`src/rtl/mdcf_pkg.sv`:
```
// Shared constants, command kind codes and the saturation helper for the
// motor drive command framer. No dependencies.
`default_nettype none

package mdcf_pkg;

	// Frame geometry
	localparam int unsigned FrameBytes = 10;
	localparam int unsigned FrameBits  = FrameBytes * 8;
	localparam logic [3:0]  FrameLen   = 4'd10;

	// Fixed frame bytes
	localparam logic [7:0] HdrByte = 8'h48;
	localparam logic [7:0] PadByte = 8'h55;

	// Saturation limits
	localparam logic signed [15:0] PwmLim = 16'sd5000;
	localparam logic signed [15:0] CurLim = 16'sd1600;
	localparam logic signed [15:0] VelLim = 16'sd2000;

	// Command kinds
	localparam logic [3:0] KIND_RESET       = 4'd0;
	localparam logic [3:0] KIND_MODE        = 4'd1;
	localparam logic [3:0] KIND_PWM         = 4'd2;
	localparam logic [3:0] KIND_PWM_CUR     = 4'd3;
	localparam logic [3:0] KIND_PWM_VEL     = 4'd4;
	localparam logic [3:0] KIND_PWM_POS     = 4'd5;
	localparam logic [3:0] KIND_PWM_VEL_POS = 4'd6;
	localparam logic [3:0] KIND_CUR_VEL     = 4'd7;
	localparam logic [3:0] KIND_CUR_POS     = 4'd8;
	localparam logic [3:0] KIND_CUR_VEL_POS = 4'd9;

	// Clamp to +-lim, then optionally fold to the magnitude
	function automatic logic [15:0] sat_val(
		input logic signed [15:0] v,
		input logic signed [15:0] lim,
		input logic               make_abs
	);
		logic signed [15:0] s;
		s = v;
		if (v > lim) begin
			s = lim;
		end else if (v < -lim) begin
			s = -lim;
		end
		if (make_abs && (s < 16'sd0)) begin
			s = -s;
		end
		return s;
	endfunction

endpackage

`default_nettype wire

```
`src/rtl/mdcf_build.sv`:
```
// Frame builder: saturates the command values and packs the ten-byte frame.
// Depends on mdcf_pkg.
`default_nettype none

module mdcf_build (
	input  wire logic [3:0]                     req_type,
	input  wire logic [7:0]                     drive_id,
	input  wire logic [7:0]                     mode_code,
	input  wire logic signed [15:0]             pwm_value,
	input  wire logic signed [15:0]             current_value,
	input  wire logic signed [15:0]             velocity_value,
	input  wire logic signed [31:0]             position_value,
	output logic [mdcf_pkg::FrameBits-1:0]      frame,
	output logic                                kind_ok
);

	logic [15:0] word_a;
	logic [15:0] word_b;
	logic        use_a;
	logic        use_b;
	logic        use_pos;
	logic        use_mode;

	// Select the payload words for each kind
	always_comb begin
		word_a   = 16'h0000;
		word_b   = 16'h0000;
		use_a    = 1'b0;
		use_b    = 1'b0;
		use_pos  = 1'b0;
		use_mode = 1'b0;
		kind_ok  = 1'b1;
		case (req_type)
			mdcf_pkg::KIND_RESET: begin
			end
			mdcf_pkg::KIND_MODE: begin
				use_mode = 1'b1;
			end
			mdcf_pkg::KIND_PWM: begin
				word_a = mdcf_pkg::sat_val(pwm_value, mdcf_pkg::PwmLim, 1'b0);
				use_a  = 1'b1;
			end
			mdcf_pkg::KIND_PWM_CUR: begin
				word_a = mdcf_pkg::sat_val(pwm_value, mdcf_pkg::PwmLim, 1'b1);
				word_b = mdcf_pkg::sat_val(current_value, mdcf_pkg::CurLim, 1'b0);
				use_a  = 1'b1;
				use_b  = 1'b1;
			end
			mdcf_pkg::KIND_PWM_VEL: begin
				word_a = mdcf_pkg::sat_val(pwm_value, mdcf_pkg::PwmLim, 1'b1);
				word_b = mdcf_pkg::sat_val(velocity_value, mdcf_pkg::VelLim, 1'b0);
				use_a  = 1'b1;
				use_b  = 1'b1;
			end
			mdcf_pkg::KIND_PWM_POS: begin
				word_a  = mdcf_pkg::sat_val(pwm_value, mdcf_pkg::PwmLim, 1'b1);
				use_a   = 1'b1;
				use_pos = 1'b1;
			end
			mdcf_pkg::KIND_PWM_VEL_POS: begin
				word_a  = mdcf_pkg::sat_val(pwm_value, mdcf_pkg::PwmLim, 1'b1);
				word_b  = mdcf_pkg::sat_val(velocity_value, mdcf_pkg::VelLim, 1'b1);
				use_a   = 1'b1;
				use_b   = 1'b1;
				use_pos = 1'b1;
			end
			mdcf_pkg::KIND_CUR_VEL: begin
				word_a = mdcf_pkg::sat_val(current_value, mdcf_pkg::CurLim, 1'b1);
				word_b = mdcf_pkg::sat_val(velocity_value, mdcf_pkg::VelLim, 1'b0);
				use_a  = 1'b1;
				use_b  = 1'b1;
			end
			mdcf_pkg::KIND_CUR_POS: begin
				word_a  = mdcf_pkg::sat_val(current_value, mdcf_pkg::CurLim, 1'b1);
				use_a   = 1'b1;
				use_pos = 1'b1;
			end
			mdcf_pkg::KIND_CUR_VEL_POS: begin
				word_a  = mdcf_pkg::sat_val(current_value, mdcf_pkg::CurLim, 1'b1);
				word_b  = mdcf_pkg::sat_val(velocity_value, mdcf_pkg::VelLim, 1'b1);
				use_a   = 1'b1;
				use_b   = 1'b1;
				use_pos = 1'b1;
			end
			default: begin
				kind_ok = 1'b0;
			end
		endcase
	end

	// Pack header, id and payload over a field of pad bytes, first byte on top
	always_comb begin
		frame        = {mdcf_pkg::FrameBytes{mdcf_pkg::PadByte}};
		frame[79:72] = mdcf_pkg::HdrByte;
		frame[71:64] = drive_id;
		if (use_mode) begin
			frame[63:56] = mode_code;
		end
		if (use_a) begin
			frame[63:48] = word_a;
		end
		if (use_b) begin
			frame[47:32] = word_b;
		end
		if (use_pos) begin
			frame[31:0] = position_value;
		end
	end

endmodule

`default_nettype wire

```
`src/rtl/mdcf_serializer.sv`:
```
// Frame register and byte serializer: holds one packed frame and sends it
// most significant byte first. Depends on mdcf_pkg.
`default_nettype none

module mdcf_serializer (
	input  wire logic                           clk,
	input  wire logic                           arst_n,
	input  wire logic                           load,
	input  wire logic [mdcf_pkg::FrameBits-1:0] frame,
	output logic                                load_ready,
	output logic [7:0]                          frame_byte,
	output logic                                frame_last,
	output logic                                frame_valid,
	input  wire logic                           frame_ready
);

	logic [mdcf_pkg::FrameBits-1:0] frame_q;
	logic [3:0]                     cnt_q;
	logic                           beat;

	assign frame_valid = (cnt_q != 4'd0);
	assign beat        = frame_valid && frame_ready;
	assign frame_byte  = frame_q[mdcf_pkg::FrameBits-1 -: 8];
	assign frame_last  = (cnt_q == 4'd1);
	// Free when empty or when the final byte leaves this cycle
	assign load_ready  = (cnt_q == 4'd0) || (frame_last && frame_ready);

	// Count bytes left in the frame
	always_ff @(posedge clk or negedge arst_n) begin
		if (!arst_n) begin
			cnt_q <= 4'd0;
		end else if (load) begin
			cnt_q <= mdcf_pkg::FrameLen;
		end else if (beat) begin
			cnt_q <= cnt_q - 4'd1;
		end
	end

	// Load a new frame, or shift the next byte up on each beat
	always_ff @(posedge clk) begin
		if (load) begin
			frame_q <= frame;
		end else if (beat) begin
			frame_q <= {frame_q[mdcf_pkg::FrameBits-9:0], 8'h00};
		end
	end

	a_load_full: assert property (@(posedge clk) disable iff (!arst_n)
		load |=> (cnt_q == mdcf_pkg::FrameLen))
		else $error("frame count not full after load");

	a_load_free: assert property (@(posedge clk) disable iff (!arst_n)
		load |-> ((cnt_q == 4'd0) || ((cnt_q == 4'd1) && frame_ready)))
		else $error("frame loaded over unsent bytes");

	a_cnt_range: assert property (@(posedge clk) disable iff (!arst_n)
		cnt_q <= mdcf_pkg::FrameLen)
		else $error("byte count out of range");

	a_mid_frame: assert property (@(posedge clk) disable iff (!arst_n)
		(beat && !frame_last) |=> frame_valid)
		else $error("frame ended before last byte");

endmodule

`default_nettype wire

```
`src/rtl/motor_drive_command_framer_unit.sv`:
```
// Motor drive command framer, top level: command input register, frame
// builder and byte serializer. Depends on mdcf_pkg, mdcf_build, mdcf_serializer.
//
// Usage:
//   Command channel (cmd_valid/cmd_ready) takes one drive command per beat.
//   Frame channel (frame_valid/frame_ready) sends ten bytes per command:
//   0x48, drive_id, then eight payload bytes, with frame_last on the tenth.
//   A command with req_type above 9 is dropped and sends nothing.
// Path: when the serializer is free, a command goes through the command
//   register, then the frame register, before frame_valid rises with its first byte.
// Flow: the command rate is set by the byte-wide frame channel;
//   a new frame loads in the same cycle as the previous frame's last byte,
//   so bytes flow without gaps while commands keep coming.
// Stall: while frame_ready is low the current byte holds; one further
//   command waits in the command register, and cmd_ready falls after that.
// Reset: arst_n low empties both stages; no bytes are valid after reset.
`default_nettype none

module motor_drive_command_framer_unit (
	input  wire logic               clk,
	input  wire logic               arst_n,
	input  wire logic               cmd_valid,
	output logic                    cmd_ready,
	input  wire logic [3:0]         req_type,
	input  wire logic [7:0]         drive_id,
	input  wire logic [7:0]         mode_code,
	input  wire logic signed [15:0] pwm_value,
	input  wire logic signed [15:0] current_value,
	input  wire logic signed [15:0] velocity_value,
	input  wire logic signed [31:0] position_value,
	output logic                    frame_valid,
	input  wire logic               frame_ready,
	output logic [7:0]              frame_byte,
	output logic                    frame_last
);

	logic                           valid_s1;
	logic [3:0]                     req_type_s1;
	logic [7:0]                     drive_id_s1;
	logic [7:0]                     mode_code_s1;
	logic signed [15:0]             pwm_s1;
	logic signed [15:0]             cur_s1;
	logic signed [15:0]             vel_s1;
	logic signed [31:0]             pos_s1;
	logic [mdcf_pkg::FrameBits-1:0] frame;
	logic                           kind_ok;
	logic                           load_ready;
	logic                           load;
	logic                           advance;

	// Move the held command on: into the serializer, or drop an unknown kind
	assign load      = valid_s1 && kind_ok && load_ready;
	assign advance   = valid_s1 && (!kind_ok || load_ready);
	assign cmd_ready = !valid_s1 || advance;

	always_ff @(posedge clk or negedge arst_n) begin
		if (!arst_n) begin
			valid_s1 <= 1'b0;
		end else if (cmd_ready) begin
			valid_s1 <= cmd_valid;
		end
	end

	// Capture the command payload on each command beat
	always_ff @(posedge clk) begin
		if (cmd_valid && cmd_ready) begin
			req_type_s1  <= req_type;
			drive_id_s1  <= drive_id;
			mode_code_s1 <= mode_code;
			pwm_s1       <= pwm_value;
			cur_s1       <= current_value;
			vel_s1       <= velocity_value;
			pos_s1       <= position_value;
		end
	end

	mdcf_build u_build (
		.req_type       (req_type_s1),
		.drive_id       (drive_id_s1),
		.mode_code      (mode_code_s1),
		.pwm_value      (pwm_s1),
		.current_value  (cur_s1),
		.velocity_value (vel_s1),
		.position_value (pos_s1),
		.frame          (frame),
		.kind_ok        (kind_ok)
	);

	mdcf_serializer u_serializer (
		.clk         (clk),
		.arst_n      (arst_n),
		.load        (load),
		.frame       (frame),
		.load_ready  (load_ready),
		.frame_byte  (frame_byte),
		.frame_last  (frame_last),
		.frame_valid (frame_valid),
		.frame_ready (frame_ready)
	);

endmodule

`default_nettype wire

```
`config.mk`:
```
export PLATFORM = sky130hd
export DESIGN_NAME = motor_drive_command_framer_unit
export DESIGN_NICKNAME = d
export VERILOG_FILES = /design/src/rtl/mdcf_pkg.sv /design/src/rtl/mdcf_build.sv /design/src/rtl/mdcf_serializer.sv /design/src/rtl/motor_drive_command_framer_unit.sv
export SDC_FILE = /design/constraint.sdc
export NUM_CORES = 1
export LEC_CHECK = 0
export BUFFER_PORTS_ARGS = -buffer_cell sky130_fd_sc_hd__buf_4
export CAP_MARGIN = 40
export CORE_MARGIN = 8
export CORE_UTILIZATION = 63
export CTS_CLUSTER_SIZE = 25
export DETAILED_ROUTE_END_ITERATION = 8
export GPL_TIMING_DRIVEN = 0
export PLACE_DENSITY_LB_ADDON = 0.1
export SLEW_MARGIN = 20
export SYNTH_ARGS = -nofsm -noshare
export SYNTH_HDL_FRONTEND = slang
export SYNTH_SLANG_ARGS = --single-unit
export TNS_END_PERCENT = 100
```
`constraint.sdc`:
```
create_clock -name clk -period 11.7 [get_ports clk]
set_input_delay 1.17 -clock clk [delete_from_list [all_inputs] [get_ports clk]]
set_output_delay 1.17 -clock clk [all_outputs]
set_load 0.05 [all_outputs]
```
==> After elaboration in Yosys (flattened, before gate mapping) <==
Cells that the tools add are included.
{ "word_totals": {"reg_bits": 185, "in_bits": 104, "output_inout_bits": 11, "word_cells": 105} }
{ "classes": {"addsub": 10, "order_cmp": 15, "eq_ne": 10, "mux": 39, "reduce_logical": 20} }
{ "op_table": {"columns": ["op", "count"], "rows": [
  ["16-bit two-way mux", 26],
  ["16-bit by 1-bit < comparator with 1-bit output (second input constant)", 9],
  ["72-bit two-way mux", 2],
  ["16-bit negation", 9],
  ["16-bit case mux with 8 select lines", 1],
  ["16-bit case mux with 4 select lines", 1],
  ["16-bit by 12-bit greater-than comparator with 1-bit output (second input constant)", 2],
  ["16-bit by 12-bit < comparator with 1-bit output (second input constant)", 2],
  ["32-bit two-way mux", 1],
  ["4-bit by 3-bit == test with 1-bit output (second input constant)", 4],
  ["16-bit by 14-bit greater-than comparator with 1-bit output (second input constant)", 1],
  ["16-bit by 14-bit < comparator with 1-bit output (second input constant)", 1],
  ["10-bit OR reduction", 1],
  ["4-bit by 1-bit == test with 1-bit output (second input constant)", 2],
  ["4-bit by 2-bit == test with 1-bit output (second input constant)", 2],
  ["4-bit == test (second input constant)", 2],
  ["4-bit zero test", 2],
  ["4-bit two-way mux", 2],
  ["8-bit two-way mux", 1],
  ["8-bit OR reduction", 1],
  ["1-bit logical AND", 6],
  ["1-bit two-way mux", 5],
  ["5-bit OR reduction", 1],
  ["4-bit nonzero test", 1],
  ["6 further kinds", 9]
]} }

==> Logic depth before layout (Yosys ltp) <==
Gate-level depths: netlist (run 1).
{ "depth": {"ltp_word": 9, "depth_mapped": 16, "ltp_nobuf": 13} }

==> Cells and area by module <==
A second synthesis (run 1) with hierarchy kept.
{ "unflattened": {"hier_cells": 762, "hier_area_um2": 9427.8} }
{ "by_module_without_submodules": {"columns": ["module", "instances", "cells_each", "area_per_inst_um2", "seq_area_each_um2"], "rows": [
  ["mdcf_serializer", 1, 203, 3623.5, 2502.4],
  ["motor_drive_command_framer_unit", 1, 105, 3070.4, 3027.9],
  ["mdcf_build", 1, 454, 2733.9, 0.0]
]} }

==> Worst setup path after synthesis (run 1) <==
No wires, ideal clock.
{ "synth_path": {"kind": "register -> register", "start": "register u_serializer.cnt_q[0]", "end": "register u_serializer.cnt_q[2]", "setup_time_ps": 73, "arrival_time_ps": 7300, "required_ps": 11627, "slack_ps": 4327, "path_stages_with_launch": 8, "n_path_buf": 0, "period_less_slack_ps": 7373, "path_cell_list": "dfrtp_1 -> inv_1 -> ha_1 -> or3b_2 -> o21ai_0 -> nand2_1 -> xor2_1 -> nor2_1"} }
{ "synth_via": {"elab_cells_between_ends": 11, "classes_between": "add/sub: 1; eq/ne: 1; mux: 2; reduce/logical: 7"} }
{ "synth_lines": {"columns": ["item", "line_no", "text"], "rows": [
  ["start: declaration", "mdcf_serializer.sv:18", "logic [3:0] cnt_q;"],
  ["start signal: assignment", "mdcf_serializer.sv:33", "cnt_q <= mdcf_pkg::FrameLen;"],
  ["start signal: assignment", "mdcf_serializer.sv:35", "cnt_q <= cnt_q - 4'd1;"],
  ["4-bit nonzero test", "mdcf_serializer.sv:21", "assign frame_valid = (cnt_q != 4'd0);"],
  ["net frame_valid", "motor_drive_command_framer_unit.sv:31", "output logic frame_valid,"],
  ["1-bit logical AND", "mdcf_serializer.sv:22", "assign beat = frame_valid && frame_ready;"],
  ["2-bit nonzero test (no line)", null, null]
]} }
The timed path passes the listed nets, and every way through them passes these cells. The select of a mux whose other input is x is not followed.
A chain may end at the register's enable or synchronous reset.

==> Worst setup path after layout (run 1) <==
{ "layout_path": {"start": "register pwm_s1[8]", "end": "register u_serializer.frame_q[58] in the netlist's numbering, data pin"} }
{ "layout_via": {"elab_chain_len": 9, "elab_cells_between_ends": 23, "classes_between": "add/sub: 4; order compare: 6; mux: 13"} }
{ "layout_lines": {"columns": ["item", "line_no", "text"], "rows": [
  ["start: declaration", "motor_drive_command_framer_unit.sv:41", "logic signed [15:0] pwm_s1;"],
  ["start signal: assignment", "motor_drive_command_framer_unit.sv:70", "pwm_s1 <= pwm_value;"],
  ["16-bit by 14-bit < comparator with 1-bit output", "mdcf_pkg.sv:43", "end else if (v < -lim) begin"],
  ["16-bit two-way mux", "mdcf_pkg.sv:43", null],
  ["16-bit two-way mux *", "mdcf_pkg.sv:41", "if (v > lim) begin"],
  ["16-bit two-way mux", "mdcf_build.sv:33", "case (req_type)"],
  ["16-bit negation / 16-bit by 1-bit < comparator with 1-bit output (equally long branches)", "mdcf_pkg.sv:47, mdcf_pkg.sv:46", null],
  ["16-bit two-way mux", "mdcf_pkg.sv:46", "if (make_abs && (s < 16'sd0)) begin"],
  ["16-bit case mux with 8 select lines *", "mdcf_build.sv:33", null],
  ["16-bit two-way mux *", "mdcf_build.sv:99", "if (use_a) begin"],
  ["72-bit two-way mux *", "mdcf_serializer.sv:41", "if (load) begin"],
  ["end signal: assignment", "mdcf_serializer.sv:42", "frame_q <= frame;"],
  ["end signal: assignment", "mdcf_serializer.sv:44", "frame_q <= {frame_q[mdcf_pkg::FrameBits-9:0], 8'h00};"],
  ["end: declaration", "mdcf_serializer.sv:17", "logic [mdcf_pkg::FrameBits-1:0] frame_q;"]
]} }
Mark *: on every way between the ends. The rest lies on a longest branch, timed or not. The select of a mux whose other input is x is not followed.

==> flow_summary.toml, run 1 <==
[cts]
cts_tree = "built"
cts_buffers = 17
cts_resized = 0
cts.sinks = 185
clk_pin_slew_worst_paths_ns = 0.07
cts_hold_buf = 0
cts_setup_buffers = 0
cts_root_buffer = "clkbuf_16"
cts_buffer_depth = 2
insertion_delay_ns = 0.45
cts_max_level = 4

[worst_setup_path]
endpoint_kind = "flip-flop"
crit_required_ns = 11.89
crit_type = "reg -> reg"
r2r_cells = 15
slowest_stage = "edfxtp_1"
r2r-start = "pwm_s1[8]"
crit_chain = "nor3_1 > a21oi_1 > o2111ai_1 > ha_1 > buf_1 > clkbuf_1 > nor2_1 > nand2_1 > ha_1 > nor4b_1 > a41oi_1 > xnor2_1 > a21oi_1 > o21ai_0 > a2bb2oi_1"
worst_setup_path_start_kind = "flip-flop"
arrival_ns = 4.71
r2r_end = "u_serializer.frame_q[58]"
crit_path_end = "u_serializer.frame_q[58]"
max_stage_delay_ns = 0.50
cp_max_fo = 10
r2r_slack_ns = 7.18
crit_start = "pwm_s1[8]"

[route]
viasPerCell = 6.50
firstDrtPassIters = 8
drc_errors = 0
drt-total-wl_um = 25600
drt_iter0_markers = 891
vias = 7801
antenna_left = 0
wire_per_inst_um = 21.4

[logic_synthesis]
netlist_area_sq_um = 9320
synth_flop_cell = "edfxtp_1"
async_reset_ff_share_pct = 2.70
synth_top_cell_by_area = "edfxtp_1"
postSynthAreaPerCell_sq_um = 10.8
yosys-top-cells-area = "edfxtp_1 55%, nand2_1 5.4%, o21ai_0 3.4%"
synth-edff-count = 172
synth_fa_ha_area_share_pct = 1.21
synth_top_cell_area_share_pct = 55.4
synth-simple-area-share_pct = 19.1
synth-compound-area-share_pct = 16.4
synth_mux_area_share_pct = 0.322
yosys.cell_types.count = 86
syn_nets = 977
yosysSeqAreaShare_pct = 58.5
netlist_instances = 864
ys_seq_elements = 185
synth_top_family_by_area = "simple AND/OR/NAND/NOR gates"
yosysWarnings = 0
synth-xor-area-share_pct = 1.32

[sta]
tightest_slew_ns = 0.750
maxSlewViolCount = 0
hold_viol_final = 0
finalClockSkew_ns = 0.0119
finalSetupViolCount = 0
fmax_ghz = 0.221
timing.setup.tns_ns = 0
maxSlewHeadroom_pct = 49.5
fin_crit_sh_pct = 38.6
period_needed_ns = 4.52
rsz0062_at_grt = "no"

[finish]
num_antenna_cells = 0
stdcell_count = 1200
syn_to_final_growth_pct = 19.9
final_cell_mix = "172 x edfxtp_1, 135 x nand2_1, 123 x buf_4, 82 x nor2_1, 62 x o21ai_0"
final_nets = 1116
layout_commonest_cell = "edfxtp_1"
drive_above_1_share_pct = 20.2

[pwr]
power_uw = 2190
p_leak_uw = 0.00413
p_int_uw = 1430
p_per_area_nw_per_um2 = 196
p_switching_uw = 758
netSwitchingFraction_pct = 34.7
pwr-share-comb_pct = 27.8
ir_worst_vdd_mv = 0.121
pwr-share-clk_pct = 26.4
p_seq_share_pct = 45.8

[global_routing]
grt_start_max_net_pins = 31
track_usage_pct = 27.8
antenna_found_initial = 0
grt_pass1_wl_um = 40200
overflow = 0
grt_pass1_vias = 7600

[outcome]
status = "completed"

[hold_path]
worstHoldStart = "u_serializer.frame_q[77]"
holdCritPathClass = "reg -> reg"

[floorplan]
die_h_um = 138
dieArea_sq_um = 18900
io_pins = 115
start_util_pct = 64.4
placementRows = 44
core_sq_um = 14500
die_w_um = 138

[place]
dp_cells = 1168
globalplace.congestion = 0.939
post-dp-hpwl_um = 18400
io_buffers = 114

[run]
maxCapViolCount = 0
==> power by group through the flow <==
stage / Clock (uW) / Combinational (uW) / Sequential, uW
2_1_floorplan: 0 / 399 / 1000
6_report: 577 / 607 / 1000
3_5_place_dp: 0 / 595 / 1010
3_3_place_gp: 0 / 552 / 1040
4_1_cts: 581 / 601 / 999
5_1_grt: 605 / 658 / 1020
==> worst min-delay path by stage <==
| stage | slack [ns] | endpoint | cells after the start |
|---|---|---|---|
| detailed placement | 0.45 | u_serializer.frame_q[77] | 2 |
| global placement | 0.44 | u_serializer.frame_q[75] | 2 |
| floorplan | 0.43 | u_serializer.frame_q[75] | 2 |
| CTS | 0.46 | u_serializer.frame_q[77] | 2 |
| finish | 0.46 | u_serializer.frame_q[77] | 2 |
| global route | 0.48 | u_serializer.frame_q[76] | 2 |
==> logic make-up (layout without fill, tap and decap cells) <==
kind of cell	Yosys count	count (layout)
adders and majority gates	9	9
DFF	185	185
buffers and inverters	66	218
xor gates and xnor gates	14	14
muxes	3	3
AOI/OAI and AO/OA	228	228
and+or+nand+nor	359	359
==> final cells by class <==
cell class / count / area [sq um]
multi-input cells: 613 / 3600
inverters: 16 / 60.1
well taps: 184 / 230
flip-flops and latches: 185 / 5450
plain buffers: 50 / 235
clock inverters: 15 / 171
repair buffers: 120 / 1010
clock buffers: 17 / 425
fillers: 943 / 3300
==> per-layer routing <==
metal	GRT usage (%)	share of wire, %
met5	0	0
met4	15.0	4.7
met3	5.54	7.5
met2	46.2	49
met1	33.6	39
==> flip-flops by register name, indices dropped and copies added (netlist names) <==
| signal | flops |
|---|---|
| req_type_s1 | 4 |
| valid_s1 | 1 |
| u_serializer.frame_q | 80 |
| u_serializer.cnt_q | 4 |
| cur_s1 | 16 |
| vel_s1 | 16 |
| drive_id_s1 | 8 |
| pwm_s1 | 16 |
| pos_s1 | 32 |
| mode_code_s1 | 8 |
==> stage by stage <==
| step | cell area, sq um | hold WS [ns] | worst slack (ns) | util (%) |
|---|---|---|---|---|
| floorplan | 9320 | 0.433 | 4.33 | - |
| global placement | 10400 | 0.442 | 2.38 | 71.9 |
| detailed placement | 10600 | 0.448 | 7.32 | 73.1 |
| CTS | 11200 | 0.458 | 7.30 | 77.2 |
| global route | 11200 | 0.476 | 6.76 | 77.2 |
| finish | 11200 | 0.457 | 7.18 | 77.2 |
==> worst max-delay path: cells and delay by family (launching register included) <==
| family | cells | cell delay [ns] |
|---|---|---|
| compound gates | 6 | 1.15 |
| xor+xnor | 1 | 0.17 |
| fa+ha+maj | 2 | 0.51 |
| buf+inv | 2 | 0.78 |
| flops | 1 | 0.50 |
| simple gates | 4 | 1.14 |
==> Yosys cell counts, drive strengths merged (5+ instances only) <==
| cell | instances |
|---|---|
| a221oi | 5 |
| and3 | 8 |
| nand4 | 10 |
| a31oi | 17 |
| nand3 | 23 |
| o31ai | 7 |
| nand2b | 8 |
| inv | 15 |
| nor2 | 86 |
| nand3b | 6 |
| nor3b | 6 |
| a311oi | 6 |
| nand2 | 136 |
| a211oi | 8 |
| nor2b | 12 |
| dfxtp | 8 |
| clkbuf | 22 |
| edfxtp | 172 |
| a21oi | 52 |
| nor3 | 21 |
| xor2 | 7 |
| o21ai | 68 |
| buf | 28 |
| nor4 | 13 |
| nor4b | 5 |
| or3 | 8 |
| ha | 9 |
| xnor2 | 7 |
| dfrtp | 5 |
| o22ai | 5 |
No activity file was read; power rests on OpenSTA's default activity.
==> inputs of run 2 (changes only) <==
Settings changed: CORE_UTILIZATION 63 to 53.
Clock period 11.7 ns to 3.9 ns, I/O delays scaled along.
==> flow_summary.toml, run 2 (synthesis results as in run 1) <==
[outcome]
status = "completed"

[worst_setup_path]
slowest_stage = "edfxtp_1"
endpoint_kind = "flip-flop"
crit_chain = "nor3_2 > nand3_1 > nand4_1 > ha_1 > buf_2 > clkbuf_4 > nor2_2 > nand2_1 > ha_1 > and4b_1 > clkbuf_1 > and4_1 > or4_1 > a31oi_2 > o22a_1"
r2r_slack_ns = 0.18
crit_required_ns = 4.22
r2r-start = "vel_s1[9]"
cp_max_fo = 19
cp_num_buf_inv = 3
r2r_cells = 15
worst_setup_path_start_kind = "flip-flop"
path_delay_family = "simple AND/OR/NAND/NOR gates"
max_stage_delay_ns = 0.51
crit_type = "reg -> reg"
arrival_ns = 4.04
r2r_end = "u_serializer.frame_q[46]"
crit_top_cell = "ha_1"

[global_routing]
grt_use_met1_pct = 28.1
grt_pass1_wl_um = 39600
overflow = 0
busiest_layer = "met2"
use_met2_pct = 38.9
grt_util_met3_pct = 4.10
track_usage_pct = 23.0
grt_pass1_vias = 7395
antenna_found_initial = 0
grt_start_max_net_pins = 31

[route]
wire_per_inst_um = 20.5
drt_iter0_markers = 679
antenna_left = 0
viasPerCell = 6.09
vias = 7583
drt-total-wl_um = 25500
drc_errors = 0
firstDrtPassIters = 6

[finish]
top_regs = "u_serializer.frame_q x80, pos_s1 x32"
max_flop_register = "u_serializer.frame_q"
drive_above_1_share_pct = 21.9
seqCellArea_sq_um = 5450
multiInputGateArea_sq_um = 3650
fillers = 1327
largest_reg_flops = 80
num_antenna_cells = 0
stdcell_count = 1245
layout_commonest_cell = "edfxtp_1"
final_nets = 1120
syn_to_final_growth_pct = 21.9
final_cell_mix = "172 x edfxtp_1, 135 x nand2_1, 128 x buf_4, 79 x nor2_1, 61 x o21ai_0"

[place]
io_buffers = 114
dp_cells = 1209
post-dp-hpwl_um = 18600
dpl_worst_slack_ns = -0.287
globalplace.congestion = 0.900

[floorplan]
placementRows = 48
die_w_um = 149
io_pins = 115
start_util_pct = 54.1
dieArea_sq_um = 22100
core_sq_um = 17200
die_h_um = 149

[cts]
insertion_delay_ns = 0.45
clk_pin_slew_worst_paths_ns = 0.09
cts.sinks = 185
cts_max_level = 4
cts_buffers = 17
cts_tree = "built"
cts_buffer_depth = 2
cts_root_buffer = "clkbuf_16"

[sta]
maxSlewHeadroom_pct = 54.2
setup_ws_ns = 0.176
period_needed_ns = 3.72
finalClockSkew_ns = 0.0123
fmax_ghz = 0.269
fin_crit_sh_pct = 95.5
finalSetupViolCount = 0
hold_viol_final = 0
maxSlewViolCount = 0
tightest_slew_ns = 0.680
timing.setup.tns_ns = 0

[pwr]
p_leak_uw = 0.00419
power_uw = 6660
p_per_area_nw_per_um2 = 586
ir_worst_vdd_mv = 0.426

[hold_path]
worstHoldStart = "position_value[9]"
whs_path_depth = 1
holdCritPathClass = "in -> reg"
holdPathEnd = "pos_s1[9]"

[run]
maxCapViolCount = 0
==> run 2: cell types whose count changed in the layout (fill, tap and decap cells not counted), moves of 2 or more <==
cell | before | now
clkbuf_4 | 0 | 4
nor4b_2 | 0 | 2
buf_1 | 8 | 6
inv_12 | 0 | 3
buf_4 | 123 | 128
nor2_2 | 2 | 5
nor2_1 | 82 | 79
nor4b_1 | 4 | 2
clkbuf_1 | 22 | 19
inv_6 | 5 | 1
nor3_1 | 19 | 17
==> run 2: what timing repair did <==
action	4_1_cts	5_1_grt
hold buffers	1	0
gates resized for setup	7	14
setup buffers	1	4
pin swaps	0	1
endpoints found under the hold margin	5	0
setup endpoints to repair	10	8
==> run 2: per-layer routing <==
| layer | vias to the layer above | part of all wire [%] |
|---|---|---|
| li1 | 3561 | - |
| met1 | 3583 | 40 |
| met2 | 364 | 50 |
| met5 | - | 0 |
| met3 | 75 | 7.4 |
| met4 | 0 | 3.2 |
==> run 2: area by class of cell <==
type | instances | share of cell area [%]
Multi-Input combinational cell | 613 | 32.1
Timing Repair Buffer | 126 | 9.20
Clock inverter | 15 | 1.84
Sequential cell | 185 | 48.0
Clock buffer | 17 | 3.74
Inverter | 16 | 0.528
Buffer | 48 | 2.12
Tap cell | 225 | 2.48
==> run 2: stage by stage <==
step                      cell area (sq um)  hold WS, ns  util [%]
after floorplan                        9340       0.0944         -
after global placement                10500        0.196      60.8
after detailed placement              10600        0.198      61.6
after CTS                             11300        0.100      65.5
after global routing                  11400       0.0963      65.9
final                                 11400        0.105      65.9
==> run 2: how the worst max path moves through the flow <==
stage	start	endpoint	slack, ns	cells past startpoint
after floorplan	u_serializer.cnt_q[0]	u_serializer.cnt_q[3]	0.03	7
after global placement	u_serializer.cnt_q[0]	u_serializer.cnt_q[3]	-0.72	7
after detailed placement	vel_s1[10]	u_serializer.frame_q[42]	-0.29	16
after CTS	pwm_s1[8]	u_serializer.frame_q[58]	0.07	15
after global routing	pwm_s1[3]	u_serializer.frame_q[58]	-0.06	16
final	vel_s1[9]	u_serializer.frame_q[46]	0.18	15
==> run 2: power by group <==
group	leakage [uW]	switching (uW)	internal (uW)
combinational	0.00210	1150	676
clock	0.000306	931	893
sequential	0.00178	249	2760
==> inputs of run 3 (changes only) <==
Settings changed: CORE_ASPECT_RATIO from default to 2.
==> flow_summary.toml, run 3 (synthesis results as in run 1) <==
[sta]
hold-worst-slack_ns = 0.118
rsz0062_at_grt = "yes"
period_needed_ns = 3.71
fmax_ghz = 0.269
finalSetupViolCount = 0
fin_crit_sh_pct = 95.2
finalClockSkew_ns = 0.0107
tightest_slew_ns = 0.849
maxSlewHeadroom_pct = 42.8
maxSlewViolCount = 0
hold_viol_final = 0
setup_ws_ns = 0.187

[pwr]
ir_worst_vdd_mv = 0.371
pwr-share-clk_pct = 26.1
p_per_area_nw_per_um2 = 583
p_leak_uw = 0.00421
p_seq_share_pct = 45.3
p_switching_uw = 2310
pwr-share-comb_pct = 28.6
netSwitchingFraction_pct = 34.8
p_int_uw = 4330

[cts]
cts.sinks = 185
insertion_delay_ns = 0.44
cts_buffer_depth = 2
cts_tree = "built"
cts_max_level = 4
clk_pin_slew_worst_paths_ns = 0.08
cts_buffers = 17
cts_root_buffer = "clkbuf_16"

[global_routing]
overflow = 0
grt_pass1_vias = 7754
track_usage_pct = 25.5
grt_pass1_wl_um = 42900
grt_start_max_net_pins = 31
antenna_found_initial = 0

[finish]
final_nets = 1125
final_cell_mix = "172 x edfxtp_1, 135 x nand2_1, 130 x buf_4, 79 x nor2_1, 61 x o21ai_0"
seqCellArea_sq_um = 5450
num_antenna_cells = 0
top_regs = "u_serializer.frame_q x80, pos_s1 x32"
fillers = 1464
multiInputGateArea_sq_um = 3660
drive_above_1_share_pct = 22.2
syn_to_final_growth_pct = 22.1
layout_commonest_cell = "edfxtp_1"
largest_reg_flops = 80
max_flop_register = "u_serializer.frame_q"

[worst_setup_path]
crit_required_ns = 4.17
cp_max_fo = 10
r2r-start = "pwm_s1[3]"
crit_start = "pwm_s1[3]"
arrival_ns = 3.98
crit_type = "reg -> reg"
r2r_cells = 16
worst_setup_path_start_kind = "flip-flop"
r2r_slack_ns = 0.19
endpoint_kind = "flip-flop"
r2r_end = "u_serializer.frame_q[56]"

[route]
viasPerCell = 6.17
antenna_left = 0
wire_per_inst_um = 22.5
drc_errors = 0
drt-total-wl_um = 27700
vias = 7619
firstDrtPassIters = 5
drt_iter0_markers = 517

[hold_path]
worstHoldStart = "drive_id[2]"
whs_path_depth = 1
holdCritPathClass = "in -> reg"
holdPathEnd = "drive_id_s1[2]"

[floorplan]
core_sq_um = 17300
start_util_pct = 54.0
placementRows = 68
die_w_um = 110
die_h_um = 204
dieArea_sq_um = 22300
io_pins = 115

[place]
globalplace.congestion = 0.961
io_buffers = 114
post-dp-hpwl_um = 20800
dpl_worst_slack_ns = -0.916

[outcome]
status = "completed"

[run]
maxCapViolCount = 0
## run 3: cell count changes in the layout (fill, tap and decap cells not counted), sizes merged
cell	before	now
clkinv	8	7
buf	150	155
clkbuf	40	41
## run 3: routing by layer
metal / track usage [%] / share of wire (%) / up-vias
li1: - / - / 3565
met1: 25.3 / 33 / 3643
met2: 45.9 / 56 / 315
met3: 4.65 / 4.9 / 96
met4: 17.1 / 6.3 / 0
met5: 0 / 0 / -
## run 3: metrics by stage
step           total power, uW  instance area [sq um]  utilization, %  setup TNS (ns)  std cells
6_report                  6640                  11400            65.9               0       1235
3_3_place_gp              4770                  10500            60.5          -45.88       1188
2_1_floorplan             4170                   9340               -               0        864
4_1_cts                   6640                  11400            65.7               0       1234
3_5_place_dp              4880                  10600            61.6           -4.98       1197
5_1_grt                   6930                  11400            65.9         -0.0231       1235
## run 3: timing repair
| item | CTS | global route |
|---|---|---|
| endpoints found under the setup margin | 11 | 8 |
| buffers inserted | 4 | 3 |
| hold buffers | 1 | 0 |
| hold endpoints to repair | 5 | 0 |
| pin swaps | 0 | 2 |
| resized for setup | 17 | 8 |
## run 3: worst max-delay path by stage
stage,endpoint,slack (ns),cells after the start
2_1_floorplan,u_serializer.cnt_q[3],0.03,7
3_3_place_gp,u_serializer.frame_q[58],-0.84,15
3_5_place_dp,u_serializer.frame_q[58],-0.92,15
4_1_cts,u_serializer.frame_q[62],0.01,16
5_1_grt,u_serializer.frame_q[58],-0.02,16
6_report,u_serializer.frame_q[56],0.19,16
## run 3: final cells by class
class | count | area share (%)
tap | 210 | 2.31
clock buffer | 18 | 3.77
multi-input combinational | 613 | 32.2
clock inverter | 14 | 1.52
buffer | 48 | 2.15
sequential | 185 | 47.9
inverter | 16 | 0.528
timing repair buffer | 131 | 9.68
## run 3: power groups by stage
stage	registers [uW]	logic [uW]	clock network [uW]
floorplan	2970	1200	0
global placement	3070	1700	0
detailed placement	3050	1830	0
CTS	3000	1870	1760
global route	3050	2060	1830
finish	3010	1900	1730
## run 3: worst max-delay path, cell delays in order, from the launching register on
cell	delay, ns
edfxtp_1	0.35
clkbuf_4	0.21
nand4_1	0.10
a21oi_1	0.22
o2111ai_1	0.13
ha_1	0.39
clkbuf_4	0.24
clkbuf_4	0.23
nor2_2	0.09
nand2_1	0.09
ha_2	0.24
nor4b_4	0.32
nand2_1	0.17
o31ai_1	0.24
a31o_2	0.20
a21oi_1	0.08
a21oi_2	0.24
